`config.mk`:
```
export PLATFORM = sky130hd
export DESIGN_NAME = tab_record_validator_core
export DESIGN_NICKNAME = d
export VERILOG_FILES = /design/src/hw/rtl/trv_pkg.sv /design/src/hw/rtl/tab_record_validator_core.sv /design/src/hw/rtl/trv_scan.sv
export SDC_FILE = /design/constraint.sdc
export NUM_CORES = 1
export LEC_CHECK = 0
export ABC_AREA = 1
export ABC_CLOCK_PERIOD_IN_PS = 3000
export BUFFER_PORTS_ARGS = -buffer_cell sky130_fd_sc_hd__buf_2
export CELL_PAD_IN_SITES_DETAIL_PLACEMENT = 1
export CELL_PAD_IN_SITES_GLOBAL_PLACEMENT = 2
export CORE_AREA = 4 4 143 145
export CTS_CLUSTER_SIZE = 12
export DETAILED_ROUTE_END_ITERATION = 8
export DIE_AREA = 0 0 147 149
export GPL_TIMING_DRIVEN = 0
export PLACE_DENSITY = 0.9
export SLEW_MARGIN = 5
export SYNTH_ARGS = -nofsm -noshare
export SYNTH_HDL_FRONTEND = slang
export SYNTH_SLANG_ARGS = --single-unit
```
`constraint.sdc`:
```
create_clock -name aclk -period 3 [get_ports aclk]
set_input_delay 0.6 -clock aclk [delete_from_list [all_inputs] [get_ports aclk]]
set_output_delay 0.6 -clock aclk [all_outputs]
set_load 0.03 [all_outputs]
```
`src/hw/rtl/trv_pkg.sv`:
```
// ----------------------------------------------------------------------------
// trv_pkg: shared types, tokens and helpers for the record validator
// Status codes, result bundle, fixed field tokens and character checks.
// ----------------------------------------------------------------------------
package trv_pkg;

    // Control characters of the record framing
    localparam logic [7:0] CH_TAB = 8'h09;
    localparam logic [7:0] CH_LF  = 8'h0A;
    localparam logic [7:0] CH_CR  = 8'h0D;

    // Field layout
    localparam logic [2:0] LAST_FIELD = 3'd4;
    localparam logic [7:0] MAX_CORRELATION_LENGTH = 8'd128;

    // Tokens are right-aligned in a 25-character word; char 0 is the highest
    // used byte.
    localparam int unsigned TOK_CHARS = 25;
    localparam int unsigned TOK_BITS  = 8 * TOK_CHARS;

    localparam logic [4:0] LEN_MARKER = 5'd15;
    localparam logic [4:0] LEN_SCHEMA = 5'd1;
    localparam logic [4:0] LEN_KIND0  = 5'd15;
    localparam logic [4:0] LEN_KIND1  = 5'd25;
    localparam logic [4:0] LEN_OUT0   = 5'd7;
    localparam logic [4:0] LEN_OUT1   = 5'd6;

    // Marker field, given as raw byte codes
    localparam logic [TOK_BITS-1:0] TOK_MARKER = {80'd0,
        8'h4B, 8'h49, 8'h4B, 8'h4F, 8'h2D, 8'h45, 8'h58, 8'h50,
        8'h45, 8'h52, 8'h49, 8'h4D, 8'h45, 8'h4E, 8'h54};
    localparam logic [TOK_BITS-1:0] TOK_SCHEMA = {192'd0, 8'h31};
    // Kind tokens, also as raw byte codes: production gate, then
    // authorization disabled
    localparam logic [TOK_BITS-1:0] TOK_KIND0  = {80'd0,
        8'h70, 8'h72, 8'h6F, 8'h64, 8'h75, 8'h63, 8'h74, 8'h69,
        8'h6F, 8'h6E, 8'h5F, 8'h67, 8'h61, 8'h74, 8'h65};
    localparam logic [TOK_BITS-1:0] TOK_KIND1  = {
        8'h6B, 8'h33, 8'h5F, 8'h61, 8'h75, 8'h74, 8'h68, 8'h6F,
        8'h72, 8'h69, 8'h7A, 8'h61, 8'h74, 8'h69, 8'h6F, 8'h6E,
        8'h5F, 8'h64, 8'h69, 8'h73, 8'h61, 8'h62, 8'h6C, 8'h65, 8'h64};
    localparam logic [TOK_BITS-1:0] TOK_OUT0   = {144'd0, 56'("blocked")};
    localparam logic [TOK_BITS-1:0] TOK_OUT1   = {152'd0, 48'("passed")};

    // Result status, in precedence order
    typedef enum logic [2:0] {
        STATUS_OK          = 3'd0,
        STATUS_MALFORMED   = 3'd1,
        STATUS_SCHEMA      = 3'd2,
        STATUS_EXPERIMENT  = 3'd3,
        STATUS_OUTCOME     = 3'd4,
        STATUS_CORRELATION = 3'd5,
        STATUS_CONTEXT     = 3'd6
    } trv_status_t;

    // Register index on the configuration port
    localparam logic REG_EXPECTED_KIND = 1'b0;

    // Input kind codes
    localparam logic KIND_BYTE = 1'b0;
    localparam logic KIND_END  = 1'b1;

    // One result transaction
    typedef struct packed {
        logic [7:0]  correlation_length;
        logic [7:0]  correlation_start;
        logic        outcome_passed;
        logic        experiment_kind;
        trv_status_t status;
    } trv_result_t;

    // Saturating byte counter step
    function automatic logic [7:0] sat_inc(input logic [7:0] v);
        return (v == 8'hFF) ? v : v + 8'd1;
    endfunction

    // Does byte b sit at position pos of token tok of length len?
    function automatic logic tok_fits(input logic [TOK_BITS-1:0] tok,
                                      input logic [4:0] len,
                                      input logic [7:0] pos,
                                      input logic [7:0] b);
        logic [4:0] ri;
        ri = len - 5'd1 - pos[4:0];
        return (pos < {3'd0, len}) && (tok[{ri, 3'b000} +: 8] == b);
    endfunction

    // Allowed correlation characters: [A-Za-z0-9._:-]
    function automatic logic is_corr_char(input logic [7:0] b);
        return (b >= 8'h41 && b <= 8'h5A) || (b >= 8'h61 && b <= 8'h7A) ||
               (b >= 8'h30 && b <= 8'h39) || b == 8'h2E || b == 8'h5F ||
               b == 8'h3A || b == 8'h2D;
    endfunction

endpackage

```
`src/hw/rtl/tab_record_validator_core.sv`:
```
// ----------------------------------------------------------------------------
// tab_record_validator_core: streaming validator for tab-separated records
// Byte stream in, one status transaction out per record end marker.
// ----------------------------------------------------------------------------
// The block takes one transaction per cycle: a record byte, or an end marker
// (tuser high). Each byte passes an input register and then updates the
// scanner state; an end marker passes the input register and then leaves the
// output register as one result transaction. Bytes produce no output. The
// output register lets input keep flowing while a result waits; a result only
// stalls the input when a second end marker reaches the scanner before the
// first is taken. Register 0 (byte address 0) holds the expected experiment
// kind; the user must write it only while no record is in flight; not enforced.
module tab_record_validator_core (
    input  logic        aclk,
    input  logic        aresetn,
    // input stream
    input  logic        s_tvalid,
    output logic        s_tready,
    input  logic [7:0]  s_tdata,   // [7:0] data_byte
    input  logic [0:0]  s_tuser,   // [0] kind (1 = end of record)
    // result stream
    output logic        m_tvalid,
    input  logic        m_tready,
    output logic [23:0] m_tdata,   // [2:0] status, [3] experiment_kind,
                                   // [4] outcome_passed, [12:5] correlation_start,
                                   // [20:13] correlation_length, [23:21] zero
    // configuration
    input  logic        psel,
    input  logic        penable,
    input  logic        pwrite,
    input  logic [2:0]  paddr,
    input  logic [31:0] pwdata,
    output logic [31:0] prdata,
    output logic        pready
);

    logic                 in_valid_reg;
    logic                 in_kind_reg;
    logic [7:0]           in_byte_reg;
    logic                 step;
    logic [1:0]           expected_kind_reg;
    logic                 out_valid_reg;
    trv_pkg::trv_result_t out_result_reg;
    trv_pkg::trv_result_t scan_result;

    // Configuration register
    assign pready = 1'b1;

    always_ff @(posedge aclk) begin
        if (!aresetn) begin
            expected_kind_reg <= 2'd0;
        end else if (psel && penable && pwrite && paddr[2] == trv_pkg::REG_EXPECTED_KIND) begin
            expected_kind_reg <= pwdata[1:0];
        end
    end

    assign prdata = (paddr[2] == trv_pkg::REG_EXPECTED_KIND) ? {30'd0, expected_kind_reg}
                                                             : 32'd0;

    // Scanner step: bytes always go, an end marker needs room in the output
    assign step = in_valid_reg &&
                  (in_kind_reg == trv_pkg::KIND_BYTE || !out_valid_reg || m_tready);
    assign s_tready = !in_valid_reg || step;

    // Input register
    always_ff @(posedge aclk) begin
        if (!aresetn) begin
            in_valid_reg <= 1'b0;
        end else if (s_tready) begin
            in_valid_reg <= s_tvalid;
        end
    end

    always_ff @(posedge aclk) begin
        if (s_tready && s_tvalid) begin
            in_kind_reg <= s_tuser[0];
            in_byte_reg <= s_tdata;
        end
    end

    trv_scan u_scan (
        .aclk          (aclk),
        .aresetn       (aresetn),
        .step          (step),
        .item_kind     (in_kind_reg),
        .item_byte     (in_byte_reg),
        .expected_kind (expected_kind_reg),
        .result        (scan_result)
    );

    // Output register
    always_ff @(posedge aclk) begin
        if (!aresetn) begin
            out_valid_reg <= 1'b0;
        end else if (step && in_kind_reg == trv_pkg::KIND_END) begin
            out_valid_reg <= 1'b1;
        end else if (m_tready) begin
            out_valid_reg <= 1'b0;
        end
    end

    always_ff @(posedge aclk) begin
        if (step && in_kind_reg == trv_pkg::KIND_END) begin
            out_result_reg <= scan_result;
        end
    end

    assign m_tvalid = out_valid_reg;
    assign m_tdata  = {3'd0, out_result_reg};

endmodule

```
`src/hw/rtl/trv_scan.sv`:
```
// ----------------------------------------------------------------------------
// trv_scan: record scanner
// Tracks framing and field matches byte by byte and forms the end status.
// ----------------------------------------------------------------------------
module trv_scan (
    input  logic                 aclk,
    input  logic                 aresetn,
    input  logic                 step,          // one item processed this cycle
    input  logic                 item_kind,     // byte or end of record
    input  logic [7:0]           item_byte,
    input  logic [1:0]           expected_kind,
    output trv_pkg::trv_result_t result        // valid while an end item steps
);

    logic [7:0] byte_position_reg, byte_position_next;
    logic [2:0] field_number_reg, field_number_next;
    logic [7:0] char_in_field_reg, char_in_field_next;
    logic       framing_bad_reg, framing_bad_next;
    logic       line_feed_seen_reg, line_feed_seen_next;
    logic       any_byte_seen_reg, any_byte_seen_next;
    logic       marker_matches_reg, marker_matches_next;
    logic       schema_matches_reg, schema_matches_next;
    logic [1:0] kind_cand_reg, kind_cand_next;
    logic [1:0] outcome_cand_reg, outcome_cand_next;
    logic       corr_chars_ok_reg, corr_chars_ok_next;
    logic [7:0] corr_count_reg, corr_count_next;
    logic [7:0] corr_offset_reg, corr_offset_next;

    logic [7:0] pos_inc;
    logic       kind_bit;
    logic       pass_bit;
    trv_pkg::trv_status_t status;

    assign pos_inc = trv_pkg::sat_inc(byte_position_reg);

    // Next record state for one byte, or back to a clean record at the end
    always_comb begin
        byte_position_next  = byte_position_reg;
        field_number_next   = field_number_reg;
        char_in_field_next  = char_in_field_reg;
        framing_bad_next    = framing_bad_reg;
        line_feed_seen_next = line_feed_seen_reg;
        any_byte_seen_next  = any_byte_seen_reg;
        marker_matches_next = marker_matches_reg;
        schema_matches_next = schema_matches_reg;
        kind_cand_next      = kind_cand_reg;
        outcome_cand_next   = outcome_cand_reg;
        corr_chars_ok_next  = corr_chars_ok_reg;
        corr_count_next     = corr_count_reg;
        corr_offset_next    = corr_offset_reg;

        if (item_kind == trv_pkg::KIND_END) begin
            byte_position_next  = 8'd0;
            field_number_next   = 3'd0;
            char_in_field_next  = 8'd0;
            framing_bad_next    = 1'b0;
            line_feed_seen_next = 1'b0;
            any_byte_seen_next  = 1'b0;
            marker_matches_next = 1'b1;
            schema_matches_next = 1'b1;
            kind_cand_next      = 2'b11;
            outcome_cand_next   = 2'b11;
            corr_chars_ok_next  = 1'b1;
            corr_count_next     = 8'd0;
            corr_offset_next    = 8'd0;
        end else begin
            any_byte_seen_next = 1'b1;
            byte_position_next = pos_inc;
            if (line_feed_seen_reg || item_byte == trv_pkg::CH_CR) begin
                framing_bad_next = 1'b1;
            end else if (item_byte == trv_pkg::CH_LF) begin
                line_feed_seen_next = 1'b1;
            end else if (item_byte == trv_pkg::CH_TAB) begin
                // field separator: length checks, then move on
                if (field_number_reg >= trv_pkg::LAST_FIELD) begin
                    framing_bad_next = 1'b1;
                end else begin
                    case (field_number_reg)
                        3'd0: begin
                            if (char_in_field_reg != 8'd15) marker_matches_next = 1'b0;
                        end
                        3'd1: begin
                            if (char_in_field_reg != 8'd1) schema_matches_next = 1'b0;
                        end
                        3'd2: begin
                            kind_cand_next = kind_cand_reg &
                                {char_in_field_reg == 8'd25, char_in_field_reg == 8'd15};
                        end
                        default: begin
                            outcome_cand_next = outcome_cand_reg &
                                {char_in_field_reg == 8'd6, char_in_field_reg == 8'd7};
                        end
                    endcase
                    field_number_next  = field_number_reg + 3'd1;
                    char_in_field_next = 8'd0;
                    if (field_number_reg == trv_pkg::LAST_FIELD - 3'd1)
                        corr_offset_next = pos_inc;
                end
            end else begin
                // body character of the current field
                case (field_number_reg)
                    3'd0: begin
                        if (!trv_pkg::tok_fits(trv_pkg::TOK_MARKER, trv_pkg::LEN_MARKER,
                                               char_in_field_reg, item_byte))
                            marker_matches_next = 1'b0;
                    end
                    3'd1: begin
                        if (!trv_pkg::tok_fits(trv_pkg::TOK_SCHEMA, trv_pkg::LEN_SCHEMA,
                                               char_in_field_reg, item_byte))
                            schema_matches_next = 1'b0;
                    end
                    3'd2: begin
                        kind_cand_next = kind_cand_reg & {
                            trv_pkg::tok_fits(trv_pkg::TOK_KIND1, trv_pkg::LEN_KIND1,
                                              char_in_field_reg, item_byte),
                            trv_pkg::tok_fits(trv_pkg::TOK_KIND0, trv_pkg::LEN_KIND0,
                                              char_in_field_reg, item_byte)};
                    end
                    3'd3: begin
                        outcome_cand_next = outcome_cand_reg & {
                            trv_pkg::tok_fits(trv_pkg::TOK_OUT1, trv_pkg::LEN_OUT1,
                                              char_in_field_reg, item_byte),
                            trv_pkg::tok_fits(trv_pkg::TOK_OUT0, trv_pkg::LEN_OUT0,
                                              char_in_field_reg, item_byte)};
                    end
                    default: begin
                        if (!trv_pkg::is_corr_char(item_byte)) corr_chars_ok_next = 1'b0;
                        corr_count_next = trv_pkg::sat_inc(corr_count_reg);
                    end
                endcase
                char_in_field_next = trv_pkg::sat_inc(char_in_field_reg);
            end
        end
    end

    // State registers
    always_ff @(posedge aclk) begin
        if (!aresetn) begin
            byte_position_reg  <= 8'd0;
            field_number_reg   <= 3'd0;
            char_in_field_reg  <= 8'd0;
            framing_bad_reg    <= 1'b0;
            line_feed_seen_reg <= 1'b0;
            any_byte_seen_reg  <= 1'b0;
            marker_matches_reg <= 1'b1;
            schema_matches_reg <= 1'b1;
            kind_cand_reg      <= 2'b11;
            outcome_cand_reg   <= 2'b11;
            corr_chars_ok_reg  <= 1'b1;
            corr_count_reg     <= 8'd0;
            corr_offset_reg    <= 8'd0;
        end else if (step) begin
            byte_position_reg  <= byte_position_next;
            field_number_reg   <= field_number_next;
            char_in_field_reg  <= char_in_field_next;
            framing_bad_reg    <= framing_bad_next;
            line_feed_seen_reg <= line_feed_seen_next;
            any_byte_seen_reg  <= any_byte_seen_next;
            marker_matches_reg <= marker_matches_next;
            schema_matches_reg <= schema_matches_next;
            kind_cand_reg      <= kind_cand_next;
            outcome_cand_reg   <= outcome_cand_next;
            corr_chars_ok_reg  <= corr_chars_ok_next;
            corr_count_reg     <= corr_count_next;
            corr_offset_reg    <= corr_offset_next;
        end
    end

    // End-of-record status, first failing check wins
    assign kind_bit = kind_cand_reg[1];
    assign pass_bit = outcome_cand_reg[1];

    always_comb begin
        if (!any_byte_seen_reg || framing_bad_reg || !line_feed_seen_reg ||
            field_number_reg != trv_pkg::LAST_FIELD || !marker_matches_reg)
            status = trv_pkg::STATUS_MALFORMED;
        else if (!schema_matches_reg)
            status = trv_pkg::STATUS_SCHEMA;
        else if (kind_cand_reg == 2'b00)
            status = trv_pkg::STATUS_EXPERIMENT;
        else if (outcome_cand_reg == 2'b00)
            status = trv_pkg::STATUS_OUTCOME;
        else if (!corr_chars_ok_reg || corr_count_reg == 8'd0 ||
                 corr_count_reg > trv_pkg::MAX_CORRELATION_LENGTH)
            status = trv_pkg::STATUS_CORRELATION;
        else if (expected_kind[1] || expected_kind[0] != kind_bit)
            status = trv_pkg::STATUS_CONTEXT;
        else
            status = trv_pkg::STATUS_OK;
    end

    always_comb begin
        result.status = status;
        if (status == trv_pkg::STATUS_OK) begin
            result.experiment_kind    = kind_bit;
            result.outcome_passed     = pass_bit;
            result.correlation_start  = corr_offset_reg;
            result.correlation_length = corr_count_reg;
        end else begin
            result.experiment_kind    = 1'b0;
            result.outcome_passed     = 1'b0;
            result.correlation_start  = 8'd0;
            result.correlation_length = 8'd0;
        end
    end

endmodule

```
Word level (Yosys, flattened, before mapping) --
Cells that the tools add are included.
Storage, ports and cells: logic and storage cells 249, output and inout bits 59, flip-flop bits (word level) 79, input port bits 51
Cells by class: bitwise operators 6, multiplexer cells 81, reduce and logical (&&, ||, !) cells 69, add/sub/neg operators 9, equality and inequality tests 42, shift-type cells 6, order comparisons 13
Operators with widths (number):
- $shiftx 200x9->8 const A | 6
- $mux 8 | 20
- $eq 8x8->1 | 6
- $mux 1 | 35
- $mux 3 | 11
- $eq 8x4->1 const B | 4
- $mux 2 | 15
- $reduce_and 6->1 | 5
- $reduce_bool 3->1 | 9
- $add 8x1->8 const B | 3
- $eq 8x6->1 const B | 3
- $eq 8x8->1 const B | 3
- $logic_or 1x1->1 | 17
- $eq 8x3->1 const B | 2
- $ge 8x7->1 const B | 2
- $le 8x7->1 const B | 2
- $lt 8x3->1 const B | 2
- $reduce_and 8->1 | 2
- $logic_and 1x1->1 | 15
- $ne 3x3->1 const B | 5
- $ne 2x2->1 const B | 6
- $ne 3x2->1 const B | 4
- $reduce_and 5->1 | 2
- $sub 3x5->5 const A | 2
- other kinds (30) | 45

Logic depth before layout (Yosys ltp) --
Gate-level depths: netlist of the first run.
depth in word-level cells 14, mapped depth 20, mapped depth without buffers 18

Cells and area by module --
From an unflattened synthesis of the first run, not the netlist that was laid out.
Second synthesis, totals: cells, all modules 891, area, all modules 6105.9 um^2
Modules (own cells, without submodules):
- trv_scan | seq. area each 900.9 um^2, instances 1, cells an instance 786, area an instance 4698.3 um^2
- tab_record_validator_core | seq. area each 980.9 um^2, instances 1, cells an instance 105, area an instance 1407.6 um^2

Worst setup path after synthesis of the first run --
No wires, ideal clock.
kind register -> register, from register u_scan.char_in_field_reg[1], to register u_scan.kind_cand_reg[1], path buffers 1, period minus slack after synthesis 2.450 ns, data required time 2.883 ns, stages on the path, launching flop included 18, library setup time 0.117 ns, path slack 0.550 ns, arrival time 2.333 ns, cell sequence dfxtp_1 -> inv_1 -> ha_1 -> ha_1 -> buf_2 -> inv_1 -> nand2_1 -> nand3b_1 -> nand3_1 -> nand2_1 -> nand2_1 -> nand2_1 -> nand2_1 -> nor2_1 -> nand2_1 -> nand2_1 -> nand2_1 -> nand2_1
On the way: cells in the longest elaborated chain, start to end 10, elaborated cells on any way between the ends 15, classes of those cells add/sub (1); order compare (1); eq/ne (2); shift (1); mux (7); bitwise (2); reduce/logical (1)
RTL lines:
- start: declaration | line trv_scan.sv:17 | logic [7:0] char_in_field_reg, char_in_field_next;
- start signal: assignment | line trv_scan.sv:155 | char_in_field_reg <= char_in_field_next;
- $sub 5x5->5 | line trv_pkg.sv:83 | ri = len - 5'd1 - pos[4:0];
- $shiftx 200x9->8 | line trv_pkg.sv:84 | return (pos < {3'd0, len}) && (tok[{ri, 3'b000} +: 8] == b);
- $eq 8x8->1 | line trv_pkg.sv:84
- $logic_and 1x1->1 | line trv_pkg.sv:84
- $and 2x2->2 | line trv_scan.sv:113 | kind_cand_next = kind_cand_reg & {
- $mux 2 | line trv_scan.sv:101 | case (field_number_reg)
- $mux 2 (*) | line trv_scan.sv:73 | end else if (item_byte == trv_pkg::CH_TAB) begin
- $mux 2 (*) | line trv_scan.sv:71 | end else if (item_byte == trv_pkg::CH_LF) begin
- $mux 2 (*) | line trv_scan.sv:69 | if (line_feed_seen_reg || item_byte == trv_pkg::CH_CR) begin
- $mux 2 (*) | line trv_scan.sv:52 | if (item_kind == trv_pkg::KIND_END) begin
- end signal: assignment | line trv_scan.sv:161 | kind_cand_reg <= kind_cand_next;
- end: declaration | line trv_scan.sv:23 | logic [1:0] kind_cand_reg, kind_cand_next;
Every way passes the cells marked *; elsewhere a longest branch is shown, timed or not. The select of a mux whose other input is x is not followed. A chain may end at the register's enable or synchronous reset.

Worst setup path after layout of the first run --
from register u_scan.char_in_field_reg[0], to register u_scan.kind_cand_reg[1]
The elaborated chain is that of the path after synthesis.

==> metrics.log, run 1 <==
INFO  metric synth_top_cells_by_count = 254 x sky130_fd_sc_hd__nand2_1, 76 x sky130_fd_sc_hd__nor2_1, 74 x sky130_fd_sc_hd__nand3_1
INFO  metric cts_max_path_buffers = 2
INFO  metric maxCapViolations = 0
INFO  metric power.combinational.fraction = 25.2%
INFO  metric final_area = 6914 um2
INFO  metric p_leak = 0.003159 uW
INFO  metric drt_pass1_iterations = 5
INFO  metric power.switching = 1087 uW
INFO  metric global_route.overflow_total = 0
INFO  metric seq_power_share = approximately 37%
INFO  metric synth.cell_area = 5872 um2
INFO  metric finalWeightedCongestion = around 0.90
INFO  metric detail_route.iter0.violations = 244
INFO  metric row_count = 51
INFO  metric nets = roughly 1000
INFO  metric core_region_area = 19210 um2
INFO  metric max_stage_delay = 0.39 ns
INFO  metric r2r-start = u_scan.char_in_field_reg[0]
INFO  metric max_reg_flops = 21
INFO  metric grt_pass1_wl = approximately 31000 um
INFO  metric buffer_ports.inserted = 43
INFO  metric post-route-period-util = 92.21%
INFO  metric post_route_ant_nets = 0
INFO  metric grt_antenna_before_repair = 0
INFO  metric vias_per_cell = 4.812
INFO  metric max-slew-margin-rel = 37.36%
INFO  metric floorplan.die.width = 147 um
INFO  metric cell_with_the_most_instances_after_synthesis = sky130_fd_sc_hd__nand2_1
INFO  metric route.vias.total = 5856
INFO  metric cell_internal_pwr = 2066 uW
INFO  metric critical-path-top-cell-by-count = sky130_fd_sc_hd__nand2_1
INFO  metric synth-seq-cells = 79
INFO  metric worstSetupEndpoint = u_scan.kind_cand_reg[1]
INFO  metric root_driver = sky130_fd_sc_hd__clkbuf_16
INFO  metric power.share.switching = 34.47%
INFO  metric tightest_slew = between 0.9 and 1 ns
INFO  metric finalClockSkew = 0.009218 ns
INFO  metric dieArea = 21900 um2
INFO  metric cts_buffers = 9
INFO  metric first_global_vias = slightly below 6000
INFO  metric die_y = between 100 and 150 um
INFO  metric synth.area.top_cells = sky130_fd_sc_hd__dfxtp_1 17%, sky130_fd_sc_hd__nand2_1 16%, sky130_fd_sc_hd__edfxtp_1 15%
INFO  metric clock.fmax = 361.5 MHz
INFO  metric cts_tree = yes
INFO  metric cp_cell_sequence = buf_6 > inv_4 > ha_4 > ha_1 > buf_2 > inv_2 > nand2_1 > nand3b_1 > buf_4 > nand3_1 > nand2_1 > nand2_1 > nand2_1 > nand2_1 > nor2_1 > nand2_1 > nand2_1 > nand2_1 > nand2_1
INFO  metric synth_edf_count = 30
INFO  metric cp_slowest_cell = sky130_fd_sc_hd__dfxtp_2
INFO  metric power_density = approximately 460 nW/um2
INFO  metric clkTransAtPathRegs = roughly 0.07 ns
INFO  metric power_frac_clock = 37.5%
INFO  metric start_util = just over 30%
INFO  metric clk-insertion-delay-late = roughly 0.35 ns
INFO  metric final_layout_size_suffix_gt1_share = 18.59%
INFO  metric yosys.area.top_type_share = 16.71%
INFO  metric worst_hold_path_type = input pin to register
INFO  metric synth_flop_cell = sky130_fd_sc_hd__dfxtp_1
INFO  metric timing.critical_path.max_delay_family = simple AND/OR/NAND/NOR gates
INFO  metric report.final.setup_viol = 0
INFO  metric crit_start = u_scan.char_in_field_reg[0]
INFO  metric synthDominantAreaCellType = sky130_fd_sc_hd__dfxtp_1
INFO  metric hpwl = approximately 15000 um
INFO  metric pin_count_of_the_biggest_net_entering_global_routing = 23
INFO  metric routedWlPerCell = 15.80 um
INFO  metric ys_warn_count = 0
INFO  metric flow.area_growth_from_synthesis = 17.75%
INFO  metric distinct_cells_synth = between 40 and 50
INFO  metric place.detailed.instances = 1197
INFO  metric cp_data_arrival_time = 3.00 ns
INFO  metric end_kind = register
INFO  metric r2r_end = u_scan.kind_cand_reg[1]
INFO  metric final_core_util = 36.00%
INFO  metric sequential_share_of_the_synthesized_area = 32.05%
INFO  metric timing_max_transition_violations_final = 0
INFO  metric detailedPlace.worstSlack = -0.4548 ns
INFO  metric setup.worst_path.start_class = register
INFO  metric grtUsageTotal = between 15 and 20%
INFO  metric num_antenna_cells = 0
INFO  metric synth.avg_cell_area = 6.852 um2
INFO  metric cts.htree.levels = 3
INFO  metric post_dp_cell_area = between 6000 and 7000 um2
INFO  metric async_reset_ff_share = 0%
INFO  metric syn-instance-count = 857
INFO  metric critical_path_depth = 19
INFO  metric route.detailed.drc = 0
INFO  metric ios = 110
INFO  metric cp_num_buf_inv = 5
INFO  metric worst_ep_required_time = 3.24 ns
INFO  metric vdd_drop_max = 0.2516 mV
INFO  metric routed_wirelength = 19230 um
INFO  metric report.final.hold_viol_count = 0
INFO  metric cts.sinks = a little under 80
INFO  metric timing.final.ws_setup = 0.2337 ns
INFO  metric finalNonFillerCells = 1217
INFO  metric setup_repair_after_global_routing_missed_its_margin = no
INFO  metric final.min_clock_period = roughly 2.8 ns
INFO  metric status = finished clean
INFO  metric critPathMaxFanout = 10
INFO  metric holdPathStages = 1
INFO  metric finalSetupTns = 0 ns
INFO  metric worst-r2r-setup-slack = approximately 0.23 ns
INFO  metric startpoint_to_endpoint_class_of_the_critical_path = register to register
INFO  metric timing.reg2reg.worst_path_depth = 19
[power groups by stage]
stage	Combinational [uW]	Sequential (uW)	Clock (uW)
2_1_floorplan	570	1200	0
3_3_place_gp	758	1200	0
3_5_place_dp	769	1200	0
4_1_cts	780	1170	1220
5_1_grt	888	1180	1250
6_report	795	1180	1180
[kinds of logic (layout without fill, tap and decap cells)]
group	after synthesis	after routing	share of synthesized area, %
fa+ha+maj	25	25	5.327
compound gates	108	108	10.46
other cells	2	34	0.1279
xor+xnor	6	6	0.8949
simple gates	491	491	38.23
buf+inv	146	209	12.91
flops	79	79	32.05
[final cells by class]
class	instances	area, um2
buffer	59	407.9
sequential	79	1887
clock inverter	7	88.84
clock buffer	9	225.2
multi-input combinational	664	3364
tap	265	331.6
fill	2488	12290
inverter	87	364.1
timing repair buffer	47	245.2
[worst register-to-register path: stages (launching register included)]
cell,delay (ns)
sky130_fd_sc_hd__dfxtp_2,0.39
sky130_fd_sc_hd__buf_6,0.17
sky130_fd_sc_hd__inv_4,0.09
sky130_fd_sc_hd__ha_4,0.22
sky130_fd_sc_hd__ha_1,0.32
sky130_fd_sc_hd__buf_2,0.18
sky130_fd_sc_hd__inv_2,0.13
sky130_fd_sc_hd__nand2_1,0.08
sky130_fd_sc_hd__nand3b_1,0.21
sky130_fd_sc_hd__buf_4,0.20
sky130_fd_sc_hd__nand3_1,0.10
sky130_fd_sc_hd__nand2_1,0.06
sky130_fd_sc_hd__nand2_1,0.05
sky130_fd_sc_hd__nand2_1,0.05
sky130_fd_sc_hd__nand2_1,0.05
sky130_fd_sc_hd__nor2_1,0.04
sky130_fd_sc_hd__nand2_1,0.10
sky130_fd_sc_hd__nand2_1,0.08
sky130_fd_sc_hd__nand2_1,0.07
sky130_fd_sc_hd__nand2_1,0.05
[stage by stage]
| step | power, uW | hold slack [ns] |
|---|---|---|
| after CTS | 3173 | 0.4040 |
| final | 3153 | 0.4201 |
| after floorplan | 1774 | 0.4186 |
| after global routing | 3320 | 0.4152 |
| after global placement | 1956 | 0.4299 |
| after detailed placement | 1968 | 0.4324 |
[repair_timing]
action | 4_1_cts | 5_1_grt
gates resized for setup | 5 | 7
hold buffers | 0 | 0
buffers inserted | 1 | 3
setup endpoints to repair | 2 | 2
[worst min path at each step]
stage                        startpoint                        to  slack (ns)
2_1_floorplan  u_scan.corr_chars_ok_reg  u_scan.corr_chars_ok_reg        0.42
3_3_place_gp    u_scan.kind_cand_reg[0]   u_scan.kind_cand_reg[0]        0.43
3_5_place_dp    u_scan.kind_cand_reg[0]   u_scan.kind_cand_reg[0]        0.43
4_1_cts                      s_tdata[3]            in_byte_reg[3]        0.40
5_1_grt                      s_tdata[6]            in_byte_reg[6]        0.42
6_report                     s_tdata[6]            in_byte_reg[6]        0.42
[layer usage]
metal | vias to the layer above | global-route usage, % | share of wire (%)
met3 | 25 | 2.461 | 3.4
met1 | 2810 | 22.18 | 45
met5 | - | 0 | 0
met2 | 95 | 31.80 | 50
met4 | 0 | 5.266 | 1.9
li1 | 2926 | - | -
[layout by cell type (no fill, tap or decap), drive strengths merged, types with 7 or more instances in the layout]
cell    Yosys  routed
nand4      17      17
o21ai      51      51
dfxtp      49      49
buf        53     100
nand2     276     276
a211oi      7       7
ha         25      25
nor3b       7       7
conb        2      34
nand3      77      77
nor4        7       7
inv        84      86
a21oi      40      40
nor3       20      20
nor2       82      82
clkbuf      6      15
edfxtp     30      30
(Power assumes the default switching activity.)
==> run 2: changes to the inputs <==
Settings changed: ABC_CLOCK_PERIOD_IN_PS 3000 to 2700, GPL_TIMING_DRIVEN 0 to 1.
Clock period 3 ns to 2.7 ns, I/O delays scaled along.
==> metrics.log, run 2 (synthesized netlist as in run 1, its figures left out) <==
INFO  metric tightest_slew = 0.6763 ns
INFO  metric max-slew-margin-rel = 54.81%
INFO  metric core_region_area = between 15000 and 20000 um2
INFO  metric grt_pass1_wl = approximately 30000 um
INFO  metric maxCapViolations = 0
INFO  metric detail_route.iter0.violations = 231
INFO  metric most_frequent_cells_in_the_layout = 254 x sky130_fd_sc_hd__nand2_1, 76 x sky130_fd_sc_hd__nor2_1, 74 x sky130_fd_sc_hd__nand3_1
INFO  metric die_y = 149 um
INFO  metric cts_max_path_buffers = 2
INFO  metric end_kind = register
INFO  metric worst-r2r-setup-slack = about 0.26 ns
INFO  metric worstSetupEndpoint = u_scan.kind_cand_reg[1]
INFO  metric status = finished clean
INFO  metric timing.final.ws_setup = between 0.2 and 0.3 ns
INFO  metric start_util = 30.57%
INFO  metric cts_hold_buf = 0
INFO  metric ios = 110
INFO  metric cts_setup_buffers = 0
INFO  metric final.min_clock_period = 2.440 ns
INFO  metric root_driver = sky130_fd_sc_hd__clkbuf_16
INFO  metric finalWeightedCongestion = 0.9251
INFO  metric timing.reg2reg.worst_path_depth = 15
INFO  metric vdd_drop_max = 0.3158 mV
INFO  metric worst_hold_path_type = input pin to register
INFO  metric mostFrequentLayoutCell = sky130_fd_sc_hd__nand2_1
INFO  metric worst_ep_required_time = slightly below 3 ns
INFO  metric vias_per_cell = between 4 and 5
INFO  metric clk-insertion-delay-late = 0.35 ns
INFO  metric r2r_end = u_scan.kind_cand_reg[1]
INFO  metric critPathMaxFanout = 5
INFO  metric power.share.switching = 33.97%
INFO  metric route.vias.total = approximately 5700
INFO  metric power_density = 514.7 nW/um2
INFO  metric cts.htree.levels = 3
INFO  metric gates_resized_cts_repair = 0
INFO  metric routedWlPerCell = 15.57 um
INFO  metric global_route.overflow_total = 0
INFO  metric post-route-period-util = 90.37%
INFO  metric cts_buffers = 9
INFO  metric detailedPlace.worstSlack = between 0.2 and 0.3 ns
INFO  metric hold_slack = 0.3681 ns
INFO  metric cell_internal_pwr = 2263 uW
INFO  metric finalClockSkew = ~0.0085 ns
INFO  metric grtUsageTotal = around 17%
INFO  metric hpwl = roughly 14000 um
INFO  metric floorplan.die.width = 147 um
INFO  metric grt_antenna_before_repair = 0
INFO  metric report.final.setup_viol = 0
INFO  metric finalSetupTns = 0 ns
INFO  metric startpoint_to_endpoint_class_of_the_critical_path = register to register
INFO  metric setup.worst_path.start_class = register
INFO  metric crit_start = u_scan.char_in_field_reg[0]
INFO  metric num_antenna_cells = 0
INFO  metric nets = approximately 1000
INFO  metric cp_data_arrival_time = approximately 2.7 ns
INFO  metric dieArea = 21900 um2
INFO  metric power_frac_clock = 37.6%
INFO  metric max_reg_flops = 21
INFO  metric row_count = 51
INFO  metric routed_wirelength = 18400 um
INFO  metric route.detailed.drc = 0
INFO  metric p_leak = 0.003001 uW
INFO  metric setup_repair_after_global_routing_missed_its_margin = no
INFO  metric clock.fmax = 409.8 MHz
INFO  metric timing_max_transition_violations_final = 0
INFO  metric r2r-start = u_scan.char_in_field_reg[0]
INFO  metric power.combinational.fraction = 24.1%
INFO  metric totalPowerFinal = 3427 uW
INFO  metric cts.sinks = 79
INFO  metric power.switching = 1164 uW
INFO  metric post_route_ant_nets = 0
INFO  metric flow.area_growth_from_synthesis = 13.40%
INFO  metric first_global_vias = 5685
INFO  metric pin_count_of_the_biggest_net_entering_global_routing = 27
INFO  metric clkTransAtPathRegs = 0.06 ns
INFO  metric buffer_ports.inserted = 43
INFO  metric seq_power_share = between 30% and 40%
INFO  metric drt_pass1_iterations = 4
INFO  metric report.final.hold_viol_count = 0
INFO  metric final_layout_size_suffix_gt1_share = between 10% and 20%
INFO  metric cts_tree = yes
==> run 2: worst min-delay path by stage <==
stage	from	endpoint	slack, ns	cells past startpoint
after floorplan	u_scan.corr_chars_ok_reg	u_scan.corr_chars_ok_reg	0.42	2
after global placement	u_scan.corr_chars_ok_reg	u_scan.corr_chars_ok_reg	0.43	2
after detailed placement	u_scan.kind_cand_reg[0]	u_scan.kind_cand_reg[0]	0.44	2
after CTS	s_tuser	in_kind_reg	0.36	1
after global routing	s_tuser	in_kind_reg	0.35	1
final	s_tuser	in_kind_reg	0.37	1
==> run 2: final cells by class <==
type,count,area (um2)
multi-input cells,664,3352
flip-flops and latches,79,1882
repair buffers,71,425.4
inverters,87,356.6
clock buffers,9,225.2
fillers,2468,12550
clock inverters,7,86.33
well taps,265,331.6
==> run 2: layer usage <==
layer | vias to the layer above | GRT usage [%] | wire [um]
met1 | 2684 | 20.83 | 7985
met3 | 30 | 3.342 | 857
li1 | 2843 | - | -
met5 | - | 0 | 0
met4 | 0 | 4.893 | 429
met2 | 103 | 30.03 | 9129
==> run 2: per-stage QoR <==
stage                     cells  util (%)  instance area [um2]
final                      1182     34.67                 6659
after global routing       1182     34.67                 6659
after CTS                  1182     34.67                 6659
after detailed placement   1166     33.05                 6347
after global placement     1166     33.05                 6347
after floorplan             889         -                 5992
==> run 2: power by group through the flow <==
stage	clock (uW)	combinational [uW]	sequential (uW)
CTS	1330	827	1310
floorplan	0	633	1340
global placement	0	808	1340
finish	1290	827	1310
detailed placement	0	824	1340
global route	1380	929	1320
==> run 2: worst max-delay path, stage by stage, from the launching register on <==
cell	delay, ns
sky130_fd_sc_hd__dfxtp_1	0.43
sky130_fd_sc_hd__inv_4	0.04
sky130_fd_sc_hd__ha_1	0.23
sky130_fd_sc_hd__ha_1	0.33
sky130_fd_sc_hd__inv_1	0.08
sky130_fd_sc_hd__nand2_1	0.07
sky130_fd_sc_hd__nand3b_1	0.33
sky130_fd_sc_hd__nand3_1	0.20
sky130_fd_sc_hd__nand3_1	0.09
sky130_fd_sc_hd__nand2_1	0.07
sky130_fd_sc_hd__nand2_1	0.05
sky130_fd_sc_hd__nor2_1	0.11
sky130_fd_sc_hd__nand2_1	0.13
sky130_fd_sc_hd__nand2_1	0.10
sky130_fd_sc_hd__nand2_1	0.05
sky130_fd_sc_hd__nand2_1	0.06
